===== src/rtl/core/ple_pkg.sv =====
// ----------------------------------------------------------------------------
// ple_pkg: shared definitions for the positional list engine
// Holds the operation and status codes, the cell command type and the
// default list depth used by the engine and its cells.
// ----------------------------------------------------------------------------
package ple_pkg;

  // Largest supported list depth and the width of a length or index.
  localparam int unsigned DEPTH_DEF = 16;
  localparam int unsigned DEPTH_MAX = 64;
  localparam int unsigned LEN_W     = 7;
  localparam int unsigned DATA_W    = 32;

  // Input operation codes.
  localparam logic [2:0] KIND_INS_START = 3'd0;
  localparam logic [2:0] KIND_INS_END   = 3'd1;
  localparam logic [2:0] KIND_INS_POS   = 3'd2;
  localparam logic [2:0] KIND_REM_START = 3'd3;
  localparam logic [2:0] KIND_REM_END   = 3'd4;
  localparam logic [2:0] KIND_REM_POS   = 3'd5;
  localparam logic [2:0] KIND_DUMP      = 3'd6;

  // Result status codes.
  localparam logic [1:0] STATUS_OK    = 2'd0;
  localparam logic [1:0] STATUS_EMPTY = 2'd1;
  localparam logic [1:0] STATUS_FULL  = 2'd2;

  typedef enum logic [1:0] {
    CELL_HOLD,
    CELL_INSERT,
    CELL_REMOVE,
    CELL_ROTATE
  } cell_op_e;

  // Command broadcast to every cell of the chain.
  typedef struct packed {
    cell_op_e               op;
    logic [LEN_W-1:0]       pos;   // insert or remove position
    logic [LEN_W-1:0]       tail;  // index of the last stored value
    logic signed [DATA_W-1:0] data; // value being inserted
  } cell_cmd_t;

endpackage


===== src/rtl/core/positional_list_engine.sv =====
// A non-dump transaction loads its result into the output register when it is
// accepted; a dump of N stored values gives N results.
// Throughput: one insert or remove per cycle while results are taken, since all
// cells shift in the same cycle; a dump holds the input while the chain rotates
// its head out through the output register, one value per cycle while results are taken.
// Reset (rst_ni, async, active low) empties the list and the output register.
// ----------------------------------------------------------------------------
// positional_list_engine: bounded ordered list built as a chain of cells
// Inserts and removes at the start, the end or a position, and dumps the
// stored values from head to tail.
// ----------------------------------------------------------------------------
module positional_list_engine
  import ple_pkg::*;
#(
  parameter int unsigned DEPTH = DEPTH_DEF
) (
  input  logic                     clk_i,
  input  logic                     rst_ni,
  input  logic                     in_valid_i,
  output logic                     in_ready_o,
  input  logic [2:0]               kind_i,
  input  logic signed [DATA_W-1:0] value_i,
  input  logic [5:0]               position_i,
  output logic                     out_valid_o,
  input  logic                     out_ready_i,
  output logic [1:0]               status_o,
  output logic signed [DATA_W-1:0] element_o,
  output logic                     last_o,
  output logic [LEN_W-1:0]         length_o
);

  // Controller states.
  localparam logic StIdle = 1'b0;
  localparam logic StDump = 1'b1;

  localparam logic [LEN_W-1:0] DepthLen = LEN_W'(DEPTH);

  logic                     state_d, state_q;
  logic [LEN_W-1:0]         len_d, len_q;
  logic [LEN_W-1:0]         cnt_d, cnt_q;
  logic                     out_valid_d, out_valid_q;
  logic                     out_load;
  logic [1:0]               status_d, status_q;
  logic signed [DATA_W-1:0] element_d, element_q;
  logic                     last_d, last_q;

  logic                     out_free, accept;
  logic                     list_full, list_empty;
  logic [LEN_W-1:0]         pos_ext, ins_pos, rem_pos, tail;
  cell_cmd_t                cmd;

  logic signed [DATA_W-1:0] cell_val [DEPTH];

  // --------------------------------------------------------------------------
  // Chain of cells. Cell 0 is the head of the list. Each cell sees its two
  // neighbors and the head value, which lets the chain open a gap, close a
  // gap or rotate the stored values by one place in one update of all cells.
  // --------------------------------------------------------------------------
  for (genvar g = 0; g < DEPTH; g++) begin : g_cell
    logic signed [DATA_W-1:0] left_val, right_val;

    if (g == 0) begin : g_head
      assign left_val = value_i;
    end else begin : g_body
      assign left_val = cell_val[g-1];
    end

    if (g == DEPTH - 1) begin : g_end
      assign right_val = cell_val[0];
    end else begin : g_mid
      assign right_val = cell_val[g+1];
    end

    ple_cell #(
      .INDEX (g)
    ) u_cell (
      .clk_i   (clk_i),
      .cmd_i   (cmd),
      .left_i  (left_val),
      .right_i (right_val),
      .head_i  (cell_val[0]),
      .value_o (cell_val[g])
    );
  end

  // --------------------------------------------------------------------------
  // Handshake. The output register frees up when its result is taken, so a
  // new transaction can enter in the same cycle as the previous result leaves.
  // --------------------------------------------------------------------------
  assign out_free   = !out_valid_q || out_ready_i;
  assign in_ready_o = (state_q == StIdle) && out_free;
  assign accept     = in_valid_i && in_ready_o;

  assign list_full  = (len_q == DepthLen);
  assign list_empty = (len_q == '0);
  assign tail       = len_q - LEN_W'(1);

  // Positions past the end are clamped: an insert appends at the tail and
  // a remove takes the tail.
  assign pos_ext = {1'b0, position_i};
  assign ins_pos = (pos_ext > len_q) ? len_q : pos_ext;
  assign rem_pos = (pos_ext > tail)  ? tail  : pos_ext;

  always_comb begin
    state_d   = state_q;
    len_d     = len_q;
    cnt_d     = cnt_q;
    out_load  = 1'b0;
    status_d  = STATUS_OK;
    element_d = '0;
    last_d    = 1'b1;
    cmd.op    = CELL_HOLD;
    cmd.pos   = '0;
    cmd.tail  = tail;
    cmd.data  = value_i;

    if (accept) begin
      unique case (kind_i) inside
        KIND_INS_START, KIND_INS_END, KIND_INS_POS: begin
          out_load = 1'b1;
          if (list_full) begin
            status_d = STATUS_FULL;
          end else begin
            cmd.op  = CELL_INSERT;
            cmd.pos = (kind_i == KIND_INS_START) ? '0 :
                      (kind_i == KIND_INS_END)   ? len_q : ins_pos;
            len_d   = len_q + LEN_W'(1);
          end
        end
        KIND_REM_START, KIND_REM_END, KIND_REM_POS: begin
          out_load = 1'b1;
          if (list_empty) begin
            status_d = STATUS_EMPTY;
          end else begin
            cmd.op  = CELL_REMOVE;
            cmd.pos = (kind_i == KIND_REM_START) ? '0 :
                      (kind_i == KIND_REM_END)   ? tail : rem_pos;
            len_d   = tail;
          end
        end
        KIND_DUMP: begin
          if (list_empty) begin
            out_load = 1'b1;
            status_d = STATUS_EMPTY;
          end else begin
            state_d = StDump;
            cnt_d   = '0;
          end
        end
        default: begin
          // The unused code leaves the list as it is and reports success.
          out_load = 1'b1;
        end
      endcase
    end else if ((state_q == StDump) && out_free) begin
      // Emit the head and rotate it to the tail. After len_q steps every
      // value is back in its original cell.
      out_load  = 1'b1;
      element_d = cell_val[0];
      last_d    = (cnt_q == tail);
      cmd.op    = CELL_ROTATE;
      cnt_d     = cnt_q + LEN_W'(1);
      if (cnt_q == tail) begin
        state_d = StIdle;
      end
    end
  end

  always_comb begin
    if (out_load) begin
      out_valid_d = 1'b1;
    end else if (out_ready_i) begin
      out_valid_d = 1'b0;
    end else begin
      out_valid_d = out_valid_q;
    end
  end

  always_ff @(posedge clk_i or negedge rst_ni) begin
    if (!rst_ni) begin
      state_q     <= StIdle;
      len_q       <= '0;
      cnt_q       <= '0;
      out_valid_q <= 1'b0;
    end else begin
      state_q     <= state_d;
      len_q       <= len_d;
      cnt_q       <= cnt_d;
      out_valid_q <= out_valid_d;
    end
  end

  // The result payload carries the length after the operation.
  always_ff @(posedge clk_i) begin
    if (out_load) begin
      status_q  <= status_d;
      element_q <= element_d;
      last_q    <= last_d;
    end
  end

  logic [LEN_W-1:0] out_len_q;

  always_ff @(posedge clk_i) begin
    if (out_load) begin
      out_len_q <= len_d;
    end
  end

  assign out_valid_o = out_valid_q;
  assign status_o    = status_q;
  assign element_o   = element_q;
  assign last_o      = last_q;
  assign length_o    = out_len_q;

endmodule


===== src/rtl/core/ple_cell.sv =====
// ----------------------------------------------------------------------------
// ple_cell: one storage cell of the list chain
// Holds a single value and updates it from itself, its left or right
// neighbor, the head of the chain or the inserted value.
// ----------------------------------------------------------------------------
module ple_cell
  import ple_pkg::*;
#(
  parameter int unsigned INDEX = 0
) (
  input  logic                     clk_i,
  input  cell_cmd_t                cmd_i,
  input  logic signed [DATA_W-1:0] left_i,
  input  logic signed [DATA_W-1:0] right_i,
  input  logic signed [DATA_W-1:0] head_i,
  output logic signed [DATA_W-1:0] value_o
);

  localparam logic [LEN_W-1:0] Idx = LEN_W'(INDEX);

  logic signed [DATA_W-1:0] value_d, value_q;

  always_comb begin
    value_d = value_q;
    unique case (cmd_i.op)
      CELL_INSERT: begin
        if (Idx == cmd_i.pos) begin
          value_d = cmd_i.data;
        end else if (Idx > cmd_i.pos) begin
          value_d = left_i;
        end
      end
      CELL_REMOVE: begin
        if (Idx >= cmd_i.pos) begin
          value_d = right_i;
        end
      end
      CELL_ROTATE: begin
        if (Idx == cmd_i.tail) begin
          value_d = head_i;
        end else if (Idx < cmd_i.tail) begin
          value_d = right_i;
        end
      end
      default: value_d = value_q;
    endcase
  end

  always_ff @(posedge clk_i) begin
    value_q <= value_d;
  end

  assign value_o = value_q;

endmodule


===== config.mk =====
export PLATFORM = sky130hd
export DESIGN_NAME = positional_list_engine
export DESIGN_NICKNAME = d
export VERILOG_FILES = /design/src/rtl/core/ple_pkg.sv /design/src/rtl/core/positional_list_engine.sv /design/src/rtl/core/ple_cell.sv
export SDC_FILE = /design/constraint.sdc
export NUM_CORES = 1
export LEC_CHECK = 0
export BUFFER_PORTS_ARGS = -buffer_cell sky130_fd_sc_hd__buf_2
export CORE_MARGIN = 3
export CORE_UTILIZATION = 44
export CTS_CLUSTER_SIZE = 8
export DETAILED_ROUTE_END_ITERATION = 10
export GPL_ROUTABILITY_DRIVEN = 0
export GPL_TIMING_DRIVEN = 0
export PLACE_DENSITY = 0.56
export SYNTH_ARGS = -nofsm -noshare
export SYNTH_HDL_FRONTEND = slang
export SYNTH_HIERARCHICAL = 1
export SYNTH_SLANG_ARGS = --single-unit

===== constraint.sdc =====
create_clock -name clk_i -period 17.1 [get_ports clk_i]
set_clock_uncertainty 0.15 [all_clocks]
set_input_delay 4.275 -clock clk_i [delete_from_list [all_inputs] [get_ports clk_i]]
set_output_delay 4.275 -clock clk_i [all_outputs]
set_load 0.02 [all_outputs]

==> results of run 1 <==
[report_power, final]
group          total [W]  internal [W]  switching, W  leakage [nW]
registers        0.00392       0.00293      0.000991          5.51
logic            0.00725       0.00259       0.00466          10.5
clock network    0.00152      0.000877      0.000641          1.08
[state kept, by name (all words and copies together) (netlist names)]
signal	flops
out_valid_o	1
last_o	1
length_o	7
cnt_q	7
state_q	1
g_cell.u_cell/value_o	512
element_o	32
len_q	7
status_o	2
[cell type report]
| type | instances | area, um2 |
|---|---|---|
| Multi-Input combinational cell | 2968 | 24200 |
| Buffer | 463 | 2460 |
| Inverter | 53 | 199 |
| Fill cell | 8787 | 47300 |
| Tap cell | 1276 | 1600 |
| Clock inverter | 6 | 33.8 |
| Antenna cell | 3 | 7.51 |
| Clock buffer | 96 | 2170 |
| Timing Repair Buffer | 174 | 2480 |
| Sequential cell | 570 | 17000 |
[stage by stage]
step | utilization [%] | worst slack (ps) | setup TNS [ps]
6_report | 51.5 | 7610 | 0
4_1_cts | 51.4 | 7600 | 0
3_5_place_dp | 49.2 | 7600 | 0
2_1_floorplan | - | 5520 | 0
5_1_grt | 51.5 | 7550 | 0
3_3_place_gp | 46.8 | -1790 | -296580
[metal layers]
metal | global-route usage (%) | up-vias | part of all wire (%)
met5 | 0 | - | 0.0099
met4 | 20.5 | 4 | 6.5
met3 | 11.1 | 552 | 13
met2 | 53.8 | 2824 | 41
met1 | 52.1 | 18900 | 40
li1 | - | 16500 | -
[worst max-delay path, stage by stage]
cell      delay, ps
buf_2            90
nand2b_1        250
and2b_1         270
buf_2           180
[path summary, 6_finish.rpt]
check / start / to / slack, ps / depth (start not counted)
max: out_ready_i / in_ready_o / 7610 / 4
min: cnt_q[0] / cnt_q[0] / 430 / 2
max reg2reg: len_q[0] / g_cell[0].u_cell/value_o[13] / 10290 / 19
min reg2reg: cnt_q[0] / cnt_q[0] / 430 / 2
max in group asynchronous: rst_ni / len_q[2] / 13060 / 1
min in group asynchronous: rst_ni / cnt_q[6] / 3420 / 1
[synthesized netlist by cell type (all sizes together) (77+ instances only)]
| library cell | number |
|---|---|
| nor4 | 77 |
| nor4b | 270 |
| a211oi | 325 |
| clkbuf | 236 |
| buf | 227 |
| mux2i | 424 |
| nor2 | 410 |
| a2111oi | 226 |
| nor3 | 182 |
| edfxtp | 554 |
| a21oi | 279 |
| nand2b | 326 |
[cells by family (layout without fill, tap and decap cells)]
| group | Yosys count | count (layout) |
|---|---|---|
| AO/OA/AOI/OAI | 1006 | 1006 |
| XOR/XNOR | 17 | 17 |
| adder cells (fa/ha/maj) | 14 | 14 |
| buffers and inverters | 516 | 792 |
| flip-flops | 570 | 570 |
| multiplexers | 456 | 456 |
| other | 0 | 3 |
| AND/OR/NAND/NOR | 1475 | 1475 |
==> results.json, run 1 <==
{
  "outcome": "completed",
  "synthAdderAreaFrac_pct": 0.396,
  "syn_to_final_growth_pct": 15.0,
  "finalSetupViolCount": 0,
  "place_area_um2": 47900,
  "yosysWarnings": 6,
  "syn_area_um2": 43600,
  "hold_viol_final": 0,
  "holdWs_ps": 428,
  "path_clk_slew_ps": 50,
  "track_usage_pct": 37.9,
  "end_kind": "output port",
  "dr.first_iter.drc_count": 5811,
  "rows": 114,
  "post_cts_buffers": 0,
  "synth_cell_types": 96,
  "p_per_area_nw_per_um2": 253,
  "dp.cells": 5503,
  "clk_path_buf_depth": 3,
  "fin_crit_sh_pct": 55.5,
  "drive_above_1_share_pct": 23.0,
  "slew_headroom_pct": 26.2,
  "ys_top_cells_by_area": "edfxtp_1 (38%), mux2i_1 (9.7%), nor4b_2 (8.3%), a211oi_1 (5.1%), nand2b_1 (4.7%)",
  "core_area_um2": 97400,
  "clock-sinks": 570,
  "worstPathMaxFanout": 8,
  "nets": 4370,
  "grt_pass1_wl_mm": 281,
  "synthSimpleGateAreaFrac_pct": 24.5,
  "peakVddDrop_mv": 0.180,
  "cts-resized-gates": 0,
  "synth_compound_area_share_pct": 19.0,
  "synthArstFlopShare_pct": 2.81,
  "finalInstanceArea_um2": 50100,
  "required_ps": 12680,
  "cts_tree": "built",
  "path_class": "in2out",
  "grt_pass1_vias": 37100,
  "start_util_pct": 44.7,
  "drt_wl_total_mm": 201,
  "arrival_ps": 5070,
  "worst_slew_pin_slew_ps": 1110,
  "io_pins": 89,
  "dpl.hpwl_mm": 147,
  "hold_path_class": "reg2reg",
  "finalPower_w": 0.0127,
  "final_cell_mix": "edfxtp_1 (554), mux2i_1 (423), nor2_1 (406)",
  "synthFlopType": "edfxtp_1",
  "synth_top_area_share_pct": 38.2,
  "synth_top_family_by_area": "simple AND/OR/NAND/NOR gates",
  "antenna_left": 0,
  "fin_crit_ps": 9490,
  "overflow": 0,
  "avgRoutedWirePerCell_um": 35.9,
  "firstDrtPassIters": 8,
  "dr_total_vias": 38800,
  "synth_top_area_cell": "edfxtp_1",
  "synth_area_per_cell_um2": 10.8,
  "mappedNetlistNets": 4112,
  "ys_ff_latch": 570,
  "yosysSeqAreaShare_pct": 39.1,
  "syn_inst": 4054,
  "rsz0062_at_grt": "false",
  "synthMuxAreaShare_pct": 10.6,
  "grt_start_max_net_pins": 33,
  "cts_buffers": 82,
  "die_w_um": 321,
  "final_common_cell": "edfxtp_1",
  "maxCapViolations": 0,
  "post-route-drc-count": 0,
  "antenna_found_initial": 12,
  "synth_edf_count": 554,
  "viasPerCell": 6.92,
  "cp-start-kind": "input pin",
  "report.final.slew_viol_count": 0,
  "clock.fmax_mhz": 105,
  "portBuffers": 87,
  "hold_buffers": 0,
  "die_h_um": 321,
  "cts-root-buf": "clkbuf_16",
  "synth-xor-area-share_pct": 0.342,
  "finalNonFillerCells": 5609,
  "die_area_um2": 103000,
  "insertion_delay_ps": 660,
  "power.leakage_nw": 17.0,
  "htree_levels": 3
}
Note: power is estimated with default switching activity, not from simulation.
==> run 2, diff against run 1 <==
Settings changed: PLACE_DENSITY 0.56 to 0.59.
Clock period 17.1 ns to 7.94 ns, I/O delays scaled along.
==> results.json, run 2 (same netlist as run 1, synthesis figures left out) <==
{
  "syn_to_final_growth_pct": 14.8,
  "arrival_ps": 6810,
  "path_class": "reg2reg",
  "cts_tree": "built",
  "whs_path_depth": 1,
  "violations": "max-capacitance violations, max-slew violations",
  "avgRoutedWirePerCell_um": 35.1,
  "insertion_delay_ps": 670,
  "cts-root-buf": "clkbuf_16",
  "final_common_cell": "edfxtp_1",
  "antenna_left": 0,
  "tns_ps": 0,
  "report.final.slew_viol_count": 20,
  "dpl.hpwl_mm": 142,
  "core_area_um2": 97400,
  "hold_viol_final": 0,
  "post_cts_buffers": 0,
  "peakVddDrop_mv": 0.391,
  "hold_path_class": "reg2reg",
  "cts-resized-gates": 0,
  "finalInstanceArea_um2": 50000,
  "reg2reg_depth": 18,
  "rsz0062_at_grt": "false",
  "finalSetupViolCount": 0,
  "drt_wl_total_mm": 197,
  "portBuffers": 87,
  "firstDrtPassIters": 9,
  "hold_buffers": 0,
  "p_per_area_nw_per_um2": 543,
  "maxCapViolations": 1,
  "die_area_um2": 103000,
  "dr.first_iter.drc_count": 5614,
  "die_h_um": 321,
  "clk_path_buf_depth": 3,
  "grt_pass1_wl_mm": 277,
  "path_clk_slew_ps": 50,
  "track_usage_pct": 37.1,
  "clock.fmax_mhz": 152,
  "finalNonFillerCells": 5606,
  "required_ps": 8150,
  "rows": 114,
  "viasPerCell": 6.98,
  "worstPathMaxFanout": 15,
  "post-route-drc-count": 0,
  "final_cell_mix": "edfxtp_1 (554), mux2i_1 (423), nor2_1 (406)",
  "cp-start-kind": "flop",
  "overflow": 0,
  "die_w_um": 321,
  "start_util_pct": 44.7,
  "fin_crit_ps": 6590,
  "utilization_pct": 51.4,
  "dr_total_vias": 39100,
  "slew_headroom_pct": -0.352,
  "outcome": "finished with violations",
  "nets": 4363,
  "power.leakage_nw": 17.0,
  "antenna_found_initial": 12,
  "grt_pass1_vias": 37000,
  "grt_start_max_net_pins": 34,
  "fin_crit_sh_pct": 83.1,
  "drive_above_1_share_pct": 22.9,
  "worst_slew_pin_slew_ps": 1510,
  "place_area_um2": 47800,
  "dp.cells": 5497,
  "largest_reg_flops": 512,
  "cts_buffers": 82,
  "end_kind": "flop",
  "clock-sinks": 570,
  "io_pins": 89,
  "htree_levels": 3
}
## run 2: cell count changes in the layout (fill, tap and decap cells not counted), sizes merged
cell    previous run  this run
clkbuf           332       333
buf              401       394
bufinv             0         1
diode              3         4
clkinv             5         6
## run 2: final timing paths
kind                          start                          end  slack, ps
max in group asynchronous    rst_ni                     len_q[4]       6230
hold reg to reg            cnt_q[0]                     cnt_q[0]        410
setup reg to reg           len_q[0]  g_cell[5].u_cell/value_o[1]       1350
setup / recovery           len_q[0]  g_cell[5].u_cell/value_o[1]       1350
min in group asynchronous    rst_ni                     cnt_q[3]       1100
hold / removal             cnt_q[0]                     cnt_q[0]        410
## run 2: through the flow
step	total power, W	worst slack [ps]	hold slack [ps]
after CTS	0.0265	1560	417
after detailed placement	0.0231	1230	405
after global placement	0.0218	-4500	408
after global routing	0.0280	1200	462
after floorplan	0.0166	80.8	360
final	0.0272	1350	412
## run 2: routing by layer
| metal | up-vias | part of all wire [%] | GRT usage [%] |
|---|---|---|---|
| li1 | 16500 | - | - |
| met1 | 19000 | 39 | 49.9 |
| met2 | 3044 | 41 | 52.2 |
| met3 | 588 | 14 | 12.3 |
| met4 | 4 | 6.4 | 20.7 |
| met5 | - | 0.029 | 0.278 |
## run 2: area by class of cell
type / count / area [um2]
fillers: 8646 / 47400
multi-input cells: 2968 / 24200
flip-flops and latches: 570 / 17000
clock inverters: 8 / 105
well taps: 1276 / 1600
clock buffers: 97 / 2150
diodes: 4 / 10.0
plain buffers: 463 / 2460
repair buffers: 167 / 2320
inverters: 53 / 199
## run 2: worst max-delay path: stages (launching register included)
cell       delay, ps
dfrtp_1          630
inv_2            180
ha_1             350
xor2_4           780
inv_1            170
ha_1             330
o21ai_0          170
a2bb2oi_1        220
o22ai_2          140
and2_1           150
clkbuf_2         140
o21ai_0          340
o22ai_4          280
buf_16           270
or4_4            520
nor3_4           520
buf_8            270
mux2i_1          520
a221oi_2         110
## run 2: power breakdown
group	switching, W	internal, W
Combinational	0.00986	0.00550
Sequential	0.00215	0.00630
Clock	0.00143	0.00192
